<file path="config.mk">
export PLATFORM = sky130hd
export DESIGN_NAME = epaper_busy_wait_controller
export DESIGN_NICKNAME = d
export VERILOG_FILES = /design/src/hw/rtl/ebwc_pkg.sv /design/src/hw/rtl/epaper_busy_wait_controller.sv
export SDC_FILE = /design/constraint.sdc
export NUM_CORES = 1
export LEC_CHECK = 0
export BUFFER_PORTS_ARGS = -buffer_cell sky130_fd_sc_hd__buf_2
export CORE_UTILIZATION = 55
export CTS_CLUSTER_DIAMETER = 80
export DETAILED_ROUTE_END_ITERATION = 7
export HOLD_SLACK_MARGIN = 0.02
export PLACE_DENSITY = 0.88
export SYNTH_ARGS = -nofsm -noshare
export SYNTH_HDL_FRONTEND = slang
export SYNTH_SLANG_ARGS = --single-unit
</file>
<file path="constraint.sdc">
create_clock -name i_clk -period 4.22 [get_ports i_clk]
set_input_delay 1.266 -clock i_clk [delete_from_list [all_inputs] [get_ports i_clk]]
set_output_delay 1.266 -clock i_clk [all_outputs]
set_load 0.1 [all_outputs]
</file>
<file path="src/hw/rtl/ebwc_pkg.sv">
// Shared types, codes and constants for the e-paper busy-line supervisor.
package ebwc_pkg;

    // Width of the elapsed-time counter; it saturates at its all-ones value.
    localparam int TIMER_BITS = 16;
    localparam int MS_W       = 16;
    localparam int CMP_W      = (TIMER_BITS > MS_W) ? TIMER_BITS : MS_W;
    localparam int CFG_IDX_W  = 3;

    localparam logic [TIMER_BITS-1:0] TIMER_MAX = {TIMER_BITS{1'b1}};
    localparam logic [MS_W-1:0]       MS_MAX    = {MS_W{1'b1}};

    // Register reset values
    localparam logic [MS_W-1:0] HOOK_THRESHOLD_RST = MS_W'(1000);
    localparam logic [MS_W-1:0] TIMEOUT_RST        = MS_W'(30000);
    localparam logic [MS_W-1:0] GRACE_RST          = MS_W'(100);
    localparam logic [MS_W-1:0] FIRST_PHASE_RST    = MS_W'(1000);

    typedef enum logic [CFG_IDX_W-1:0] {
        CFG_HOOK_THRESHOLD = 3'd0,
        CFG_TIMEOUT        = 3'd1,
        CFG_GRACE          = 3'd2,
        CFG_FIRST_PHASE    = 3'd3,
        CFG_BEGIN_HOOK     = 3'd4,
        CFG_END_HOOK       = 3'd5
    } t_cfg_idx;

    typedef enum logic {
        CMD_START = 1'b0,
        CMD_TICK  = 1'b1
    } t_command;

    typedef enum logic [1:0] {
        MODE_ACTIVE_HIGH = 2'd0,
        MODE_ACTIVE_LOW  = 2'd1,
        MODE_IDLE_HIGH   = 2'd2,
        MODE_TWO_PHASE   = 2'd3
    } t_mode;

    typedef enum logic [1:0] {
        ST_WAIT    = 2'd0,
        ST_REL     = 2'd1,
        ST_TIMEOUT = 2'd2,
        ST_NEVER   = 2'd3
    } t_status;

    typedef enum logic [7:0] {
        PH_IDLE      = 8'b0000_0001,
        PH_AH_LOOP   = 8'b0000_0010,
        PH_AL_GRACE  = 8'b0000_0100,
        PH_AL_LOOP   = 8'b0000_1000,
        PH_IH_SETTLE = 8'b0001_0000,
        PH_IH_LOOP   = 8'b0010_0000,
        PH_TP_EDGE   = 8'b0100_0000,
        PH_TP_LOOP   = 8'b1000_0000
    } t_phase;

    typedef struct packed {
        t_status         status;
        logic            begin_pulse;
        logic            end_pulse;
        logic [MS_W-1:0] elapsed;
    } t_result;

endpackage

</file>
<file path="src/hw/rtl/epaper_busy_wait_controller.sv">
// Busy-line supervisor: start/tick request channel, status result channel.
//
// Usage: a start request (command 0) opens a wait in the mode given by
// wait_mode, with busy_level as the first sample. Each tick request
// (command 1) stands for one millisecond and carries the sampled busy level.
// Every request gives exactly one result: status (waiting, released, timed
// out, never asserted), begin/end hook pulses and the saturated elapsed time.
// One request is taken every cycle while o_in_stall is low. The result sits
// in an output register with a one-entry skid register behind it, so a
// request is still taken while a result waits; o_in_stall rises only when
// both are full. The state update is a single pass of compares and one
// counter increment. Configuration writes are registered; the user must make
// them only while no wait is being serviced; the block does not enforce it.
// Reset puts the block idle with the held status "released", elapsed zero,
// the registers at their documented defaults and both result stages empty.
module epaper_busy_wait_controller (
    input  logic                              i_clk,
    input  logic                              i_rst_n,
    // configuration
    input  logic                              i_cfg_we,
    input  logic [ebwc_pkg::CFG_IDX_W-1:0]    i_cfg_index,
    input  logic [ebwc_pkg::MS_W-1:0]         i_cfg_data,
    // request channel
    input  logic                              i_in_valid,
    output logic                              o_in_stall,
    input  logic                              i_command,
    input  logic [1:0]                        i_wait_mode,
    input  logic                              i_busy_level,
    // result channel
    output logic                              o_out_valid,
    input  logic                              i_out_stall,
    output logic [1:0]                        o_status,
    output logic                              o_begin_hook_pulse,
    output logic                              o_end_hook_pulse,
    output logic [ebwc_pkg::MS_W-1:0]         o_elapsed_ms
);

    localparam int TB = ebwc_pkg::TIMER_BITS;
    localparam int CW = ebwc_pkg::CMP_W;
    localparam int MW = ebwc_pkg::MS_W;

    // configuration registers
    logic [MW-1:0] r_hook_threshold;
    logic [MW-1:0] r_timeout;
    logic [MW-1:0] r_grace;
    logic [MW-1:0] r_first_phase;
    logic          r_begin_present;
    logic          r_end_present;

    // wait state
    ebwc_pkg::t_phase  r_phase,  n_phase;
    logic [TB-1:0]     r_elapsed, n_elapsed;
    logic              r_long,    n_long;
    logic              r_hook,    n_hook;
    ebwc_pkg::t_status r_held,    n_held;

    // result stages
    logic              r_out_valid;
    logic              r_skid_valid;
    ebwc_pkg::t_result r_out;
    ebwc_pkg::t_result r_skid;
    ebwc_pkg::t_result n_res;

    logic          accept;
    logic          out_take;
    logic [TB-1:0] elapsed_inc;
    logic [CW-1:0] inc_cmp;
    logic [CW-1:0] n_elapsed_cmp;
    logic          loop_long;
    logic          loop_hook;
    logic          busy_high;

    assign accept     = i_in_valid & ~o_in_stall;
    assign out_take   = r_out_valid & ~i_out_stall;
    assign o_in_stall = r_skid_valid;
    assign busy_high  = i_busy_level;

    // configuration writes; unknown indexes are ignored
    always_ff @(posedge i_clk) begin
        if (!i_rst_n) begin
            r_hook_threshold <= ebwc_pkg::HOOK_THRESHOLD_RST;
            r_timeout        <= ebwc_pkg::TIMEOUT_RST;
            r_grace          <= ebwc_pkg::GRACE_RST;
            r_first_phase    <= ebwc_pkg::FIRST_PHASE_RST;
            r_begin_present  <= 1'b0;
            r_end_present    <= 1'b0;
        end else if (i_cfg_we) begin
            unique case (i_cfg_index)
                ebwc_pkg::CFG_HOOK_THRESHOLD: r_hook_threshold <= i_cfg_data;
                ebwc_pkg::CFG_TIMEOUT:        r_timeout        <= i_cfg_data;
                ebwc_pkg::CFG_GRACE:          r_grace          <= i_cfg_data;
                ebwc_pkg::CFG_FIRST_PHASE:    r_first_phase    <= i_cfg_data;
                ebwc_pkg::CFG_BEGIN_HOOK:     r_begin_present  <= i_cfg_data[0];
                ebwc_pkg::CFG_END_HOOK:       r_end_present    <= i_cfg_data[0];
                default: ;
            endcase
        end
    end

    // saturating increment and the long-wait check shared by the loop phases
    assign elapsed_inc = (r_elapsed == ebwc_pkg::TIMER_MAX) ? r_elapsed
                                                             : r_elapsed + TB'(1);
    assign inc_cmp     = CW'(elapsed_inc);
    assign loop_long   = ~r_long & (inc_cmp > CW'(r_hook_threshold));
    assign loop_hook   = r_hook | (loop_long & r_begin_present);

    always_comb begin
        n_phase           = r_phase;
        n_elapsed         = r_elapsed;
        n_long            = r_long;
        n_hook            = r_hook;
        n_held            = r_held;
        n_res.status      = ebwc_pkg::ST_WAIT;
        n_res.begin_pulse = 1'b0;
        n_res.end_pulse   = 1'b0;

        if (i_command == ebwc_pkg::CMD_START) begin
            n_elapsed = '0;
            n_long    = 1'b0;
            n_hook    = 1'b0;
            case (i_wait_mode)
                ebwc_pkg::MODE_ACTIVE_HIGH: begin
                    if (busy_high) begin
                        n_phase = ebwc_pkg::PH_AH_LOOP;
                    end else begin
                        n_phase      = ebwc_pkg::PH_IDLE;
                        n_held       = ebwc_pkg::ST_REL;
                        n_res.status = ebwc_pkg::ST_REL;
                    end
                end
                ebwc_pkg::MODE_ACTIVE_LOW: begin
                    if (!busy_high) begin
                        n_phase = ebwc_pkg::PH_AL_LOOP;
                    end else if (r_grace != '0) begin
                        n_phase = ebwc_pkg::PH_AL_GRACE;
                    end else begin
                        n_phase      = ebwc_pkg::PH_IDLE;
                        n_held       = ebwc_pkg::ST_NEVER;
                        n_res.status = ebwc_pkg::ST_NEVER;
                    end
                end
                ebwc_pkg::MODE_IDLE_HIGH: n_phase = ebwc_pkg::PH_IH_SETTLE;
                default: n_phase = busy_high ? ebwc_pkg::PH_TP_EDGE
                                             : ebwc_pkg::PH_TP_LOOP;
            endcase
        end else if (r_phase == ebwc_pkg::PH_IDLE) begin
            n_res.status = r_held;
        end else begin
            n_elapsed = elapsed_inc;
            unique case (r_phase)
                ebwc_pkg::PH_AH_LOOP, ebwc_pkg::PH_AL_LOOP,
                ebwc_pkg::PH_TP_LOOP, ebwc_pkg::PH_IH_LOOP: begin
                    n_long            = r_long | loop_long;
                    n_hook            = loop_hook;
                    n_res.begin_pulse = loop_long & r_begin_present;
                    if (r_phase != ebwc_pkg::PH_IH_LOOP &&
                        inc_cmp > CW'(r_timeout)) begin
                        n_phase         = ebwc_pkg::PH_IDLE;
                        n_held          = ebwc_pkg::ST_TIMEOUT;
                        n_res.status    = ebwc_pkg::ST_TIMEOUT;
                        n_res.end_pulse = loop_hook & r_end_present;
                    end else if ((r_phase == ebwc_pkg::PH_AH_LOOP) ? !busy_high
                                                                   : busy_high) begin
                        n_phase         = ebwc_pkg::PH_IDLE;
                        n_held          = ebwc_pkg::ST_REL;
                        n_res.status    = ebwc_pkg::ST_REL;
                        n_res.end_pulse = loop_hook & r_end_present;
                    end
                end
                ebwc_pkg::PH_AL_GRACE: begin
                    if (inc_cmp < CW'(r_grace)) begin
                        if (!busy_high) n_phase = ebwc_pkg::PH_AL_LOOP;
                    end else begin
                        n_phase         = ebwc_pkg::PH_IDLE;
                        n_held          = ebwc_pkg::ST_NEVER;
                        n_res.status    = ebwc_pkg::ST_NEVER;
                        n_res.end_pulse = r_hook & r_end_present;
                    end
                end
                ebwc_pkg::PH_IH_SETTLE: begin
                    if (busy_high) begin
                        n_phase         = ebwc_pkg::PH_IDLE;
                        n_held          = ebwc_pkg::ST_REL;
                        n_res.status    = ebwc_pkg::ST_REL;
                        n_res.end_pulse = r_hook & r_end_present;
                    end else begin
                        n_phase = ebwc_pkg::PH_IH_LOOP;
                    end
                end
                default: begin // first phase of two-phase: wait for low edge
                    if (!busy_high) begin
                        n_phase = ebwc_pkg::PH_TP_LOOP;
                    end else if (inc_cmp > CW'(r_first_phase)) begin
                        n_phase         = ebwc_pkg::PH_IDLE;
                        n_held          = ebwc_pkg::ST_NEVER;
                        n_res.status    = ebwc_pkg::ST_NEVER;
                        n_res.end_pulse = r_hook & r_end_present;
                    end
                end
            endcase
        end

        n_elapsed_cmp = CW'(n_elapsed);
        n_res.elapsed = (n_elapsed_cmp > CW'(ebwc_pkg::MS_MAX)) ? ebwc_pkg::MS_MAX
                                                                : MW'(n_elapsed);
    end

    always_ff @(posedge i_clk) begin
        if (!i_rst_n) begin
            r_phase   <= ebwc_pkg::PH_IDLE;
            r_elapsed <= '0;
            r_long    <= 1'b0;
            r_hook    <= 1'b0;
            r_held    <= ebwc_pkg::ST_REL;
        end else if (accept) begin
            r_phase   <= n_phase;
            r_elapsed <= n_elapsed;
            r_long    <= n_long;
            r_hook    <= n_hook;
            r_held    <= n_held;
        end
    end

    // output register with one skid entry behind it
    always_ff @(posedge i_clk) begin
        if (!i_rst_n) begin
            r_out_valid  <= 1'b0;
            r_skid_valid <= 1'b0;
        end else if (accept) begin
            if (!r_out_valid || out_take) begin
                r_out_valid <= 1'b1;
                if (r_skid_valid) begin
                    r_out  <= r_skid;
                    r_skid <= n_res;
                end else begin
                    r_out <= n_res;
                end
            end else begin
                r_skid       <= n_res;
                r_skid_valid <= 1'b1;
            end
        end else if (out_take) begin
            if (r_skid_valid) begin
                r_out        <= r_skid;
                r_skid_valid <= 1'b0;
            end else begin
                r_out_valid <= 1'b0;
            end
        end
    end

    assign o_out_valid        = r_out_valid;
    assign o_status           = r_out.status;
    assign o_begin_hook_pulse = r_out.begin_pulse;
    assign o_end_hook_pulse   = r_out.end_pulse;
    assign o_elapsed_ms       = r_out.elapsed;

`ifndef SYNTHESIS
    a_skid_behind_out: assert property (@(posedge i_clk) disable iff (!i_rst_n)
        r_skid_valid |-> r_out_valid)
        else $error("skid entry held with empty output register");

    a_start_clears_time: assert property (@(posedge i_clk) disable iff (!i_rst_n)
        (accept && i_command == ebwc_pkg::CMD_START) |=> (r_elapsed == '0))
        else $error("start request did not clear elapsed time");

    a_hook_needs_long: assert property (@(posedge i_clk) disable iff (!i_rst_n)
        r_hook |-> r_long)
        else $error("begin hook marked without a long wait");

    a_idle_tick_frozen: assert property (@(posedge i_clk) disable iff (!i_rst_n)
        (accept && i_command == ebwc_pkg::CMD_TICK && r_phase == ebwc_pkg::PH_IDLE)
        |=> $stable(r_elapsed))
        else $error("tick while idle moved elapsed time");
`endif

endmodule
</file>
==> run_results.csv <==
group,metric,value,unit
synth,synth_top_area_frac,0.2506,
clock_tree,htree_levels,4,
synth,yosysWarnings,0,
route,antenna_left,0,
synth,synth-edff-count,40,
synth,ys_types,67,
clock_tree,clk_pin_slew_worst_paths,60,ps
synth,synth_most_common_cell,"nand2_1",
global_routing,overflow,0,
global_routing,antenna_found_initial,0,
route,initialDrtViolationCount,643,
critical_path,cp.arrival,4180,ps
global_routing,grt_max_degree,48,
synth,synth_seq_area_share,0.4072,
clock_tree,cts_buffer_depth,2,
route,drt-vias-per-instance,6.015,
placed_design,dp_slack,64.37,ps
synth,ys_seq_elements,136,
min_path,hold_class,"flop to flop",
synth,async_flop_share,0,
clock_tree,holdBufCountCts,0,
sta,clock_skew,9.147,ps
critical_path,cp-end-kind,"flop",
global_routing,grt-busiest-layer,"met2",
route,wl_per_cell,17.79,um
die,die_area,0.01442,mm^2
critical_path,start_kind,"flop",
clock_tree,root_buffer,"clkbuf_16",
clock_tree,cts-buffers-inserted,17,
sta,setup_violations,0,
die,row_count,42,
synth,syn-cell-area,0.007669,mm^2
power,ir_worst_vdd,0.2814,mV
placed_design,gp_congestion,0.9903,
clock_tree,insertion_delay,430,ps
cells_and_area,diodes,0,
critical_path,startpoint,"r_elapsed[0]",
die,die_y,120.1,um
cells_and_area,nets,1065,
global_routing,track_usage,0.2911,
route,drt-total-wl,20.65,mm
cells_and_area,syn2layout_area_growth,16.17,%
synth,synth_top_cell_by_area,"dfxtp_1",
die,die_w,120.1,um
critical_path,critPathKind,"flop to flop",
sta,slew_headroom,0.3990,
synth,ys_top_cells_by_count,"nand2_1, dfxtp_1, a21oi_1, inv_1, ha_1",
die,start_util,0.5723,
route,drc_errors,0,
die,coreArea,0.01340,mm^2
run,maxCapViolations,0,
synth,syn_nets,1007,
global_routing,met1_usage,0.3723,
power,powerDensity,351.6,mW/mm^2
sta,report.final.slew_viol_count,0,
global_routing,met2_usage,0.4695,
synth,avgSynthCellArea,8.381,um^2
sta,finalHoldViolCount,0,
die,io_pins,50,
cells_and_area,nFillCells,1069,
clock_tree,clock-sinks,136,
sta,clock.fmax,0.2499,GHz
cells_and_area,drive_gt1_frac,0.1472,
sta,tns,0,ps
sta,post-route-period-util,0.9483,
placed_design,dp_hpwl,14.39,mm
placed_design,port_buffers,49,
critical_path,timing.rr.start,"r_elapsed[0]",
power,p_leak,0.003661,uW
route,vias,6983,
synth,synth_area_leaders,"dfxtp_1, edfxtp_1, ha_1",
global_routing,grt_pass1_wl,32.38,mm
synth,synth_flop_cell,"dfxtp_1",
min_path,min_delay_path_depth,2,
min_path,min-delay-start,"r_timeout[9]",
synth,postSynthCellCount,915,
global_routing,grtUsageMet3,0.07367,
global_routing,grt_pass1_vias,6561,
clock_tree,cts_tree,"built",
critical_path,crit_required,4400,ps
critical_path,critical_path.max_fanout,6,
run_status,status,"complete, no violations",
sta,tightest_slew,901.6,ps
route,first_pass_iters,5,
sta,fin_ws,218.4,ps
critical_path,reg2reg_depth,15,
sta,fin_crit,4002,ps
## where the power goes
group | internal (uW) | leakage, uW | switching (uW)
Combinational | 87.8 | 0.00224 | 251
Clock | 871 | 0.000268 | 525
Sequential | 1380 | 0.00115 | 17.1
## worst max-delay path, cell delays in order (launching register included)
cell     delay [ps]
dfxtp_1         360
buf_4           160
and3_1          230
nand3_1         210
or2_2           360
nor2_1          190
xor2_2          290
ha_1            310
a41oi_1         180
o21ai_0         120
a221o_1         350
o21ai_0         240
buf_4           200
o22a_1          140
a31oi_1         120
mux2_2          290
## per-layer routing
| metal | vias to the layer above | part of all wire |
|---|---|---|
| li1 | 3315 | - |
| met1 | 3250 | 0.41 |
| met2 | 356 | 0.47 |
| met3 | 62 | 0.085 |
| met4 | 0 | 0.027 |
| met5 | - | 0 |
## repair_timing
item	in CTS	in global routing
endpoints found under the setup margin	0	14
resized for setup	0	21
buffers inserted	0	3
## registers in the layout, indices dropped and copies added, names as in the netlist
| signal | flops |
|---|---|
| o_begin_hook_pulse | 1 |
| o_elapsed_ms | 16 |
| o_end_hook_pulse | 1 |
| o_in_stall | 1 |
| o_out_valid | 1 |
| o_status | 2 |
| r_begin_present | 1 |
| r_elapsed | 16 |
| r_end_present | 1 |
| r_first_phase | 16 |
| r_grace | 16 |
| r_held | 2 |
| r_hook | 1 |
| r_hook_threshold | 16 |
| r_long | 1 |
| r_phase | 8 |
| r_skid | 20 |
| r_timeout | 16 |
## per-stage QoR
step                total power (uW)  cell area, um^2  hold slack, ps  utilization  std cells
global route                    3227             8909           478.2       0.6648       1161
finish                          3132             8909           453.1       0.6648       1161
detailed placement              1750             8222           448.6       0.6135       1127
floorplan                       1658             7669           431.6            -        915
global placement                1741             8222           441.8       0.6135       1127
CTS                             3131             8770           456.3       0.6544       1158
## kinds of logic (layout without fill, tap and decap cells)
kind of cell             Yosys count  count (layout)  synth area share
multiplexers                      12              12           0.01615
buffers and inverters            117             187           0.05808
AND/OR/NAND/NOR                  373             373            0.2268
adder cells (fa/ha/maj)           64              64            0.1044
flip-flops                       136             136            0.4072
AO/OA/AOI/OAI                    185             185            0.1544
XOR/XNOR                          28              28           0.03296
## final timing paths
| path | endpoint | slack (ps) |
|---|---|---|
| min reg2reg | r_timeout[9] | 450 |
| max | o_status[1] | 220 |
| max reg2reg | o_status[1] | 220 |
| min | r_timeout[9] | 450 |
## cell usage in the layout, fill, tap and decap left out, types with 16 or more instances in the layout
master     netlist  final
a21oi_1         83     82
buf_2            3     49
buf_4            0     34
clkbuf_16        0     18
dfxtp_1         96     95
edfxtp_1        40     40
ha_1            64     63
inv_1           71     70
nand2_1        209    209
nand4_1         16     16
nor2_1          50     49
nor4_1          19     17
o211ai_1        27     27
o21ai_0         23     23
## layout make-up
type | count | area [um^2] | area share
Inverter | 72 | 270.3 | 0.03034
Clock inverter | 3 | 40.04 | 0.004494
Tap cell | 176 | 220.2 | 0.02472
Multi-Input combinational cell | 662 | 4225 | 0.4743
Clock buffer | 28 | 508.0 | 0.05702
Timing Repair Buffer | 84 | 520.5 | 0.05843
Sequential cell | 136 | 3124 | 0.3507
Note: power is estimated with default switching activity, not from simulation.
